==> config.mk <==
export PLATFORM = sky130hd
export DESIGN_NAME = mac_receive_filter_dedup
export DESIGN_NICKNAME = d
export VERILOG_FILES = /design/src/rtl/rmfd_pkg.sv /design/src/rtl/rmfd_csr.sv /design/src/rtl/rmfd_id_table.sv /design/src/rtl/mac_receive_filter_dedup.sv
export VERILOG_INCLUDE_DIRS = /design/src /design/src/rtl
export SDC_FILE = /design/constraint.sdc
export NUM_CORES = 2
export LEC_CHECK = 0
export BUFFER_PORTS_ARGS = -buffer_cell sky130_fd_sc_hd__buf_4
export CORE_MARGIN = 1
export CORE_UTILIZATION = 39
export DETAILED_ROUTE_END_ITERATION = 7
export HOLD_SLACK_MARGIN = 0.08
export SETUP_SLACK_MARGIN = 0.1
export SYNTH_ARGS = -nofsm -noshare
export SYNTH_HDL_FRONTEND = slang
export SYNTH_SLANG_ARGS = --single-unit
==> constraint.sdc <==
create_clock -name clock -period 8.55 [get_ports clock]
set_input_delay 0.4275 -clock clock [delete_from_list [all_inputs] [get_ports clock]]
set_output_delay 0.4275 -clock clock [all_outputs]
set_load 0.02 [all_outputs]
==> src/rtl/assert_macros.svh <==
`ifndef ASSERT_MACROS_SVH
`define ASSERT_MACROS_SVH

// same-cycle implication
`define CHECK_SAME(label, clk, rst, ante, cons) \
   label: assert property (@(posedge clk) disable iff (rst) (ante) |-> (cons)) \
      else $error("same-cycle check failed");

// next-cycle implication
`define CHECK_NEXT(label, clk, rst, ante, cons) \
   label: assert property (@(posedge clk) disable iff (rst) (ante) |=> (cons)) \
      else $error("next-cycle check failed");

`endif

==> src/rtl/rmfd_pkg.sv <==
`default_nettype none

package rmfd_pkg;

   localparam int ADDR_W = 8;
   localparam int ADDR_SPACE = 1 << ADDR_W;
   localparam int ID_W = 8;
   localparam int CNT_W = 32;
   localparam int KIND_W = 2;
   localparam int VERDICT_W = 3;
   localparam int PADDR_W = 4;
   localparam int PDATA_W = 32;

   localparam logic [KIND_W-1:0] KIND_DATA = 2'd0;
   localparam logic [KIND_W-1:0] KIND_ACK  = 2'd1;

   localparam logic [VERDICT_W-1:0] V_NOT_ADDRESSED = 3'd0;
   localparam logic [VERDICT_W-1:0] V_DELIVERED     = 3'd1;
   localparam logic [VERDICT_W-1:0] V_DUPLICATE     = 3'd2;
   localparam logic [VERDICT_W-1:0] V_ACK_MATCHED   = 3'd3;
   localparam logic [VERDICT_W-1:0] V_ACK_IGNORED   = 3'd4;

   localparam logic [1:0] REG_OWN_MAC   = 2'd0;
   localparam logic [1:0] REG_OWN_NET   = 2'd1;
   localparam logic [1:0] REG_MAC_BCAST = 2'd2;
   localparam logic [1:0] REG_NET_BCAST = 2'd3;

   localparam logic [ADDR_W-1:0] RST_OWN_MAC   = 8'd0;
   localparam logic [ADDR_W-1:0] RST_OWN_NET   = 8'd0;
   localparam logic [ADDR_W-1:0] RST_MAC_BCAST = 8'd255;
   localparam logic [ADDR_W-1:0] RST_NET_BCAST = 8'd255;

   typedef struct packed {
      logic [ADDR_W-1:0] own_mac;
      logic [ADDR_W-1:0] own_net;
      logic [ADDR_W-1:0] mac_bcast;
      logic [ADDR_W-1:0] net_bcast;
   } cfg_type;

endpackage

`default_nettype wire

==> src/rtl/rmfd_csr.sv <==
`default_nettype none

module rmfd_csr (
   input  wire logic                         clock,
   input  wire logic                         reset,
   input  wire logic                         psel,
   input  wire logic                         penable,
   input  wire logic                         pwrite,
   input  wire logic [rmfd_pkg::PADDR_W-1:0] paddr,
   input  wire logic [rmfd_pkg::PDATA_W-1:0] pwdata,
   output logic      [rmfd_pkg::PDATA_W-1:0] prdata,
   output logic                              pready,
   output rmfd_pkg::cfg_type                 cfg
);

   rmfd_pkg::cfg_type cfg_ff;
   logic              wr_en;
   logic [1:0]        reg_idx;
   logic [rmfd_pkg::ADDR_W-1:0] wr_val;
   logic [rmfd_pkg::ADDR_W-1:0] rd_val;

   assign pready  = 1'b1;
   assign wr_en   = psel && penable && pwrite;
   assign reg_idx = paddr[3:2];
   assign wr_val  = pwdata[rmfd_pkg::ADDR_W-1:0];

   always_ff @(posedge clock) begin
      if (reset) begin
         cfg_ff.own_mac   <= rmfd_pkg::RST_OWN_MAC;
         cfg_ff.own_net   <= rmfd_pkg::RST_OWN_NET;
         cfg_ff.mac_bcast <= rmfd_pkg::RST_MAC_BCAST;
         cfg_ff.net_bcast <= rmfd_pkg::RST_NET_BCAST;
      end else if (wr_en) begin
         case (reg_idx)
            rmfd_pkg::REG_OWN_MAC:   cfg_ff.own_mac   <= wr_val;
            rmfd_pkg::REG_OWN_NET:   cfg_ff.own_net   <= wr_val;
            rmfd_pkg::REG_MAC_BCAST: cfg_ff.mac_bcast <= wr_val;
            rmfd_pkg::REG_NET_BCAST: cfg_ff.net_bcast <= wr_val;
            default: ;
         endcase
      end
   end

   always_comb begin
      case (reg_idx)
         rmfd_pkg::REG_OWN_MAC:   rd_val = cfg_ff.own_mac;
         rmfd_pkg::REG_OWN_NET:   rd_val = cfg_ff.own_net;
         rmfd_pkg::REG_MAC_BCAST: rd_val = cfg_ff.mac_bcast;
         rmfd_pkg::REG_NET_BCAST: rd_val = cfg_ff.net_bcast;
         default:                 rd_val = '0;
      endcase
   end

   assign prdata = {{(rmfd_pkg::PDATA_W - rmfd_pkg::ADDR_W){1'b0}}, rd_val};
   assign cfg    = cfg_ff;

endmodule

`default_nettype wire

==> src/rtl/rmfd_id_table.sv <==
`default_nettype none

module rmfd_id_table #(
   parameter int NUM_SOURCES = 256,
   parameter int IDX_W = $clog2(NUM_SOURCES)
) (
   input  wire logic                      clock,
   input  wire logic                      reset,
   input  wire logic                      rd_en,
   input  wire logic [IDX_W-1:0]          rd_idx,
   output logic      [rmfd_pkg::ID_W-1:0] rd_data,
   input  wire logic                      wr_en,
   input  wire logic [IDX_W-1:0]          wr_idx,
   input  wire logic [rmfd_pkg::ID_W-1:0] wr_data
);

   logic [rmfd_pkg::ID_W-1:0] mem [NUM_SOURCES];
   logic [NUM_SOURCES-1:0]    valid_ff;
   logic [rmfd_pkg::ID_W-1:0] rd_q_ff;
   logic                      rd_vld_ff;

   always_ff @(posedge clock) begin
      if (wr_en) begin
         mem[wr_idx] <= wr_data;
      end
      if (rd_en) begin
         rd_q_ff <= mem[rd_idx];
      end
   end

   // entries never written read as zero
   always_ff @(posedge clock) begin
      if (reset) begin
         valid_ff  <= '0;
         rd_vld_ff <= 1'b0;
      end else begin
         if (wr_en) begin
            valid_ff[wr_idx] <= 1'b1;
         end
         if (rd_en) begin
            rd_vld_ff <= valid_ff[rd_idx];
         end
      end
   end

   assign rd_data = rd_vld_ff ? rd_q_ff : '0;

endmodule

`default_nettype wire

==> src/rtl/mac_receive_filter_dedup.sv <==
`default_nettype none
`include "assert_macros.svh"

// channel   direction  handshake             payload
// request   in         start high, busy low  req_* header fields
// result    out        rsp_valid, one cycle  rsp_* verdict, ack fields, totals
// config    in/out     apb write/read        paddr, pwdata, prdata
//
// an item is handled as the id table read at the accept edge, then
// decision and write-back; busy is high in the decision state, which keeps
// the table read of the next item behind the previous write-back.
// the result appears in the cycle after that and cannot be stalled.
// reset is synchronous; the id table valid bits clear at once, so the
// table reads as zero straight out of reset with no clearing pass.

module mac_receive_filter_dedup #(
   parameter int NUM_SOURCES = 256
) (
   input  wire logic                                clock,
   input  wire logic                                reset,
   input  wire logic                                start,
   output logic                                     busy,
   input  wire logic [rmfd_pkg::ADDR_W-1:0]         req_mac_destination,
   input  wire logic [rmfd_pkg::ADDR_W-1:0]         req_mac_source,
   input  wire logic [rmfd_pkg::ADDR_W-1:0]         req_net_destination,
   input  wire logic [rmfd_pkg::KIND_W-1:0]         req_packet_kind,
   input  wire logic                                req_ack_requested,
   input  wire logic [rmfd_pkg::ID_W-1:0]           req_packet_id,
   input  wire logic [rmfd_pkg::ID_W-1:0]           req_awaited_ack_id,
   output logic                                     rsp_valid,
   output logic      [rmfd_pkg::VERDICT_W-1:0]      rsp_verdict,
   output logic                                     rsp_send_ack,
   output logic      [rmfd_pkg::ADDR_W-1:0]         rsp_ack_mac_destination,
   output logic      [rmfd_pkg::ADDR_W-1:0]         rsp_ack_net_source,
   output logic      [rmfd_pkg::ID_W-1:0]           rsp_ack_packet_id,
   output logic      [rmfd_pkg::CNT_W-1:0]          rsp_received_total,
   output logic      [rmfd_pkg::CNT_W-1:0]          rsp_dropped_total,
   output logic      [rmfd_pkg::CNT_W-1:0]          rsp_acks_sent_total,
   input  wire logic                                psel,
   input  wire logic                                penable,
   input  wire logic                                pwrite,
   input  wire logic [rmfd_pkg::PADDR_W-1:0]        paddr,
   input  wire logic [rmfd_pkg::PDATA_W-1:0]        pwdata,
   output logic      [rmfd_pkg::PDATA_W-1:0]        prdata,
   output logic                                     pready
);

   localparam int IDX_W = $clog2(NUM_SOURCES);

   localparam logic ST_IDLE = 1'b0;
   localparam logic ST_EVAL = 1'b1;

   rmfd_pkg::cfg_type cfg;

   logic state_ff;
   logic state_in;
   logic accept;

   logic [IDX_W-1:0] src_idx_lut [rmfd_pkg::ADDR_SPACE];

   logic [rmfd_pkg::ADDR_W-1:0]  mdst_ff;
   logic [rmfd_pkg::ADDR_W-1:0]  msrc_ff;
   logic [rmfd_pkg::ADDR_W-1:0]  ndst_ff;
   logic [rmfd_pkg::KIND_W-1:0]  kind_ff;
   logic                         ackreq_ff;
   logic [rmfd_pkg::ID_W-1:0]    pid_ff;
   logic [rmfd_pkg::ID_W-1:0]    await_ff;
   logic [IDX_W-1:0]             idx_ff;

   logic [rmfd_pkg::ID_W-1:0]    last_id;
   logic                         eval;
   logic                         is_bcast;
   logic                         addressed;
   logic                         ack_path;
   logic                         dup;
   logic                         tbl_wr;
   logic [rmfd_pkg::VERDICT_W-1:0] verdict;

   logic [rmfd_pkg::CNT_W-1:0]   recv_ff;
   logic [rmfd_pkg::CNT_W-1:0]   drop_ff;
   logic [rmfd_pkg::CNT_W-1:0]   acks_ff;

   logic                           rsp_valid_ff;
   logic [rmfd_pkg::VERDICT_W-1:0] rsp_verdict_ff;
   logic                           rsp_send_ff;
   logic [rmfd_pkg::ADDR_W-1:0]    rsp_adst_ff;
   logic [rmfd_pkg::ADDR_W-1:0]    rsp_asrc_ff;
   logic [rmfd_pkg::ID_W-1:0]      rsp_apid_ff;

   rmfd_csr u_csr (
      .clock   (clock),
      .reset   (reset),
      .psel    (psel),
      .penable (penable),
      .pwrite  (pwrite),
      .paddr   (paddr),
      .pwdata  (pwdata),
      .prdata  (prdata),
      .pready  (pready),
      .cfg     (cfg)
   );

   for (genvar gi = 0; gi < rmfd_pkg::ADDR_SPACE; gi++) begin : g_idx_lut
      assign src_idx_lut[gi] = IDX_W'(gi % NUM_SOURCES);
   end

   assign busy   = (state_ff == ST_EVAL);
   assign accept = start && !busy;
   assign eval   = (state_ff == ST_EVAL);

   always_comb begin
      case (state_ff)
         ST_IDLE: state_in = accept ? ST_EVAL : ST_IDLE;
         ST_EVAL: state_in = ST_IDLE;
         default: state_in = ST_IDLE;
      endcase
   end

   always_ff @(posedge clock) begin
      if (reset) begin
         state_ff <= ST_IDLE;
      end else begin
         state_ff <= state_in;
      end
   end

   always_ff @(posedge clock) begin
      if (accept) begin
         mdst_ff   <= req_mac_destination;
         msrc_ff   <= req_mac_source;
         ndst_ff   <= req_net_destination;
         kind_ff   <= req_packet_kind;
         ackreq_ff <= req_ack_requested;
         pid_ff    <= req_packet_id;
         await_ff  <= req_awaited_ack_id;
         idx_ff    <= src_idx_lut[req_mac_source];
      end
   end

   rmfd_id_table #(
      .NUM_SOURCES (NUM_SOURCES),
      .IDX_W       (IDX_W)
   ) u_id_table (
      .clock   (clock),
      .reset   (reset),
      .rd_en   (accept),
      .rd_idx  (src_idx_lut[req_mac_source]),
      .rd_data (last_id),
      .wr_en   (tbl_wr),
      .wr_idx  (idx_ff),
      .wr_data (pid_ff)
   );

   assign is_bcast  = (mdst_ff == cfg.mac_bcast);
   assign addressed = is_bcast || (mdst_ff == cfg.own_mac);
   assign ack_path  = addressed && (kind_ff == rmfd_pkg::KIND_DATA) && ackreq_ff
                      && !is_bcast && (ndst_ff != cfg.net_bcast);
   assign dup       = (last_id == pid_ff);
   assign tbl_wr    = eval && ack_path && !dup;

   always_comb begin
      if (!addressed) begin
         verdict = rmfd_pkg::V_NOT_ADDRESSED;
      end else if (ack_path) begin
         verdict = dup ? rmfd_pkg::V_DUPLICATE : rmfd_pkg::V_DELIVERED;
      end else if (kind_ff == rmfd_pkg::KIND_ACK) begin
         verdict = (pid_ff == await_ff) ? rmfd_pkg::V_ACK_MATCHED
                                        : rmfd_pkg::V_ACK_IGNORED;
      end else begin
         verdict = rmfd_pkg::V_DELIVERED;
      end
   end

   always_ff @(posedge clock) begin
      if (reset) begin
         recv_ff      <= '0;
         drop_ff      <= '0;
         acks_ff      <= '0;
         rsp_valid_ff <= 1'b0;
      end else begin
         rsp_valid_ff <= eval;
         if (eval && addressed) begin
            recv_ff <= recv_ff + 1'b1;
         end
         if (eval && !addressed) begin
            drop_ff <= drop_ff + 1'b1;
         end
         if (eval && ack_path) begin
            acks_ff <= acks_ff + 1'b1;
         end
      end
   end

   always_ff @(posedge clock) begin
      if (eval) begin
         rsp_verdict_ff <= verdict;
         rsp_send_ff    <= ack_path;
         rsp_adst_ff    <= ack_path ? msrc_ff : '0;
         rsp_asrc_ff    <= ack_path ? cfg.own_net : '0;
         rsp_apid_ff    <= ack_path ? pid_ff : '0;
      end
   end

   assign rsp_valid               = rsp_valid_ff;
   assign rsp_verdict             = rsp_verdict_ff;
   assign rsp_send_ack            = rsp_send_ff;
   assign rsp_ack_mac_destination = rsp_adst_ff;
   assign rsp_ack_net_source      = rsp_asrc_ff;
   assign rsp_ack_packet_id       = rsp_apid_ff;
   assign rsp_received_total      = recv_ff;
   assign rsp_dropped_total       = drop_ff;
   assign rsp_acks_sent_total     = acks_ff;

   `CHECK_NEXT(a_rsp_follows_eval, clock, reset, busy, rsp_valid && !busy)
   `CHECK_SAME(a_no_rsp_while_busy, clock, reset, rsp_valid, !busy)
   `CHECK_SAME(a_ack_only_on_data, clock, reset, rsp_valid && rsp_send_ack,
      rsp_verdict == rmfd_pkg::V_DELIVERED || rsp_verdict == rmfd_pkg::V_DUPLICATE)
   `CHECK_SAME(a_drop_counted, clock, reset,
      rsp_valid && rsp_verdict == rmfd_pkg::V_NOT_ADDRESSED,
      rsp_dropped_total == rmfd_pkg::CNT_W'($past(rsp_dropped_total) + 1'b1))

endmodule

`default_nettype wire

==> results.sh <==
export IMPL_grt_use_total_pct=19.34
export IMPL_finalCritPeriodShare_pct=56.95
export IMPL_drcViolationCount=0
export IMPL_portBuffers=192
export IMPL_area_growth_pct=14.95
export IMPL_die_w_um=506.1
export IMPL_hold_viol_final=0
export IMPL_rsz0062_at_grt="no"
export IMPL_final_area_um2=113900
export IMPL_yosys_warnings=0
export IMPL_seq_power_share_pct=51.8
export IMPL_cts_tree="done"
export IMPL_wl_per_cell_um=26.14
export IMPL_critical_path_top_delay_family="simple AND/OR/NAND/NOR gates"
export IMPL_grt_pass1_vias=54692
export IMPL_final_setup_skew_ns=0.05075
export IMPL_post_cts_resized=0
export IMPL_synth_cells=5703
export IMPL_routed_wirelength_mm=250.4
export IMPL_worstSetupPathType="flip-flop to flip-flop"
export IMPL_crit_path_end="u_id_table.mem[24][2]"
export IMPL_period_minus_slack_ns=4.869
export IMPL_via_count=54311
export IMPL_p_int_w=0.02031
export IMPL_synth_edf_count=2127
export IMPL_max_cap_viol_count=0
export IMPL_path_depth=8
export IMPL_htreeDepth=5
export IMPL_ys_seq_area_share_pct=72.28
export IMPL_p_clk_share_pct=43.6
export IMPL_ir_drop_mv=0.2300
export IMPL_syn_avg_cell_area_um2=17.38
export IMPL_drt_iter0_drc=5520
export IMPL_cp_slowest_cell="nor4_1"
export IMPL_power_switching_w=0.005466
export IMPL_path_max_fanout=60
export IMPL_setup_tns_ns=0
export IMPL_antenna_found_initial=9
export IMPL_synth_cell_types=61
export IMPL_initial_core_util_pct=39.34
export IMPL_holdCritPathClass="input port to flip-flop"
export IMPL_cts_buffers=278
export IMPL_mappedNetlistArea_um2=99090
export IMPL_slew_viol_final=0
export IMPL_clock_sinks=2514
export IMPL_arrival_ns=5.48
export IMPL_r2r_start="mdst_ff[5]"
export IMPL_tightest_slew_ns=1.478
export IMPL_p_sw_share_pct=21.21
export IMPL_cts_clk_slew_worst_paths_ns=0.06
export IMPL_critPathMaxStageDelay_ns=0.98
export IMPL_grt_max_degree=197
export IMPL_fmax_mhz=205.4
export IMPL_slew_headroom_pct=1.480
export IMPL_p_per_area_nw_per_um2=226.3
export IMPL_fp_row_count=184
export IMPL_drt_pass1_iterations=6
export IMPL_vias_per_cell=5.670
export IMPL_globalRoute_totalOverflow=0
export IMPL_grt_pass1_wl_mm=368.6
export IMPL_start_kind="flip-flop"
export IMPL_die_area_um2=256100
export IMPL_worst_ep_required_time_ns=9.16
export IMPL_die_h_um=506.1
export IMPL_drive_gt1_share_pct=23.79
export IMPL_synth_async_sr_flop_share_pct=0
export IMPL_synth_ff_type="edfxtp_1"
export IMPL_reg2reg_depth=8
export IMPL_nets=6126
export IMPL_power_frac_comb_pct=4.6
export IMPL_drtAntennaViolNets=0
export IMPL_regToRegEndpoint="u_id_table.mem[24][2]"
export IMPL_dp_hpwl_mm=148.0
export IMPL_gp_congestion=0.8350
export IMPL_clock_latency_ns=0.92
export IMPL_leakagePower_nw=34.99
export IMPL_status="finished, final reports clean"
export IMPL_finalSetupViolations=0
export IMPL_path_cells="xnor2_1 -> nand4_1 -> a211oi_2 -> and3_1 -> nand3_4 -> buf_12 -> nor4_1 -> buf_4"
export IMPL_ys_ff_latch=2514
export IMPL_post_dp_cell_area_um2=104900
export IMPL_cts_root_buf="clkbuf_16"
export IMPL_crit_buf_inv=2
export IMPL_cp_end_kind="flip-flop"
export IMPL_pin_count=244
export IMPL_crit_path_start="mdst_ff[5]"
export IMPL_ctsLongestPathBuffers=4
export IMPL_rrSetupSlack_ns=3.68
export IMPL_coreArea_um2=251900
[kinds of logic (layout without fill, tap and decap cells)]
| kind of cell | count (synthesis) | after routing | share of synthesized area [%] |
|---|---|---|---|
| buffers and inverters | 704 | 1202 | 3.107 |
| adder cells (fa/ha/maj) | 3 | 3 | 0.03788 |
| AO/OA/AOI/OAI | 858 | 858 | 5.518 |
| other | 2 | 31 | 0.007579 |
| AND/OR/NAND/NOR | 943 | 943 | 4.940 |
| XOR/XNOR | 54 | 54 | 0.4773 |
| flip-flops | 2514 | 2514 | 72.28 |
| multiplexers | 625 | 625 | 13.64 |
[cells in the final DEF (no fill, tap or decap), drive strengths merged, types with 9 or more instances in the layout]
cell / count
clkinv: 87
a211o: 9
nor2b: 28
edfxtp: 2127
and2: 28
o22ai: 279
nand3b: 15
or3: 69
mux2i: 27
a21oi: 201
nand3: 100
and4: 9
conb: 25
or4: 9
xor2: 18
nor3: 109
mux4: 578
mux2: 20
dfxtp: 387
or2: 58
clkbuf: 356
nand4: 38
and3: 18
a22oi: 265
nor4: 108
bufinv: 15
o21ai: 65
inv: 289
buf: 397
nor2: 199
nand2: 137
xnor2: 36
dlygate4sd3: 51
[through the flow]
stage          cells  hold WS, ns  total power, W  utilization [%]  setup WS (ns)
2_1_floorplan   5726       0.4415         0.01435                -          2.513
3_3_place_gp    9054       0.4567         0.01475            41.67          3.786
3_5_place_dp    9054       0.4607         0.01477            41.67          3.751
4_1_cts         9571      0.08249         0.02600            45.21          3.717
5_1_grt         9576       0.1571         0.02652            45.22          3.516
6_report        9578       0.1410         0.02577            45.22          3.681
[cell type report]
class / count / area (um^2)
clock inverter: 111 / 935.9
antenna: 6 / 15.01
inverter: 287 / 1077
multi-input combinational: 2508 / 24800
fill: 21572 / 138000
clock buffer: 355 / 7478
tap: 3348 / 4189
timing repair buffer: 449 / 3784
sequential: 2514 / 71620
[worst min-delay path by stage]
stage / slack [ns] / end / cells past startpoint / start
2_1_floorplan: 0.44 / u_csr.cfg[23] / 2 / u_csr.cfg[23]
3_3_place_gp: 0.46 / u_id_table.valid_ff[120] / 2 / u_id_table.valid_ff[120]
3_5_place_dp: 0.46 / u_id_table.valid_ff[121] / 2 / u_id_table.valid_ff[121]
4_1_cts: 0.08 / u_csr.cfg[16] / 4 / paddr[3]
5_1_grt: 0.16 / u_csr.cfg[16] / 4 / paddr[3]
6_report: 0.14 / u_csr.cfg[16] / 4 / paddr[3]
[metal layers]
| layer | global-route usage, % | share of wire (%) | up-vias | wire length, um |
|---|---|---|---|---|
| met3 | 3.759 | 6.8 | 429 | 17110 |
| li1 | - | - | 23537 | - |
| met2 | 31.29 | 48 | 1969 | 121400 |
| met4 | 6.548 | 3.3 | 4 | 8182 |
| met1 | 26.15 | 41 | 28372 | 103700 |
| met5 | 0 | 0.010 | - | 26 |
[worst min-delay path: stages]
cell	delay [ns]
buf_4	0.20
nor2_1	0.20
nand3_1	0.13
a21oi_1	0.05
[synth_stat cells, types with 47 or more instances]
master | instances | area share (%)
mux4_2 | 578 | 13
nand2_1 | 137 | 0.52
buf_2 | 109 | 0.55
nor3_1 | 108 | 0.55
dfxtp_1 | 387 | 7.8
nor4_1 | 107 | 0.68
edfxtp_1 | 2127 | 64
nor2_1 | 199 | 0.75
clkbuf_1 | 220 | 0.83
nand3_1 | 100 | 0.51
o22ai_1 | 279 | 1.8
o21ai_0 | 63 | 0.32
a21oi_1 | 201 | 1.0
inv_1 | 286 | 1.1
or3_1 | 69 | 0.44
a22oi_1 | 265 | 2.0
or2_2 | 47 | 0.30
[sequential cells by signal, indices dropped and copies added, names as in the netlist, 32 cells and up]
name	count
u_csr.cfg	32
u_id_table.valid_ff	256
rsp_received_total	32
rsp_acks_sent_total	32
u_id_table.mem	2048
rsp_dropped_total	32
[repair_timing]
| item | in CTS | in global routing |
|---|---|---|
| hold buffers | 51 | 0 |
| endpoints found under the hold margin | 96 | 0 |
| setup buffers | 0 | 0 |
[power by group through the flow]
stage / Sequential, W / Clock (W) / Combinational, W
floorplan: 0.0137 / 0 / 0.000644
global placement: 0.0136 / 0 / 0.00115
detailed placement: 0.0136 / 0 / 0.00117
CTS: 0.0133 / 0.0115 / 0.00119
global route: 0.0133 / 0.0119 / 0.00125
finish: 0.0133 / 0.0112 / 0.00119
No activity file was read; power rests on OpenSTA's default activity.
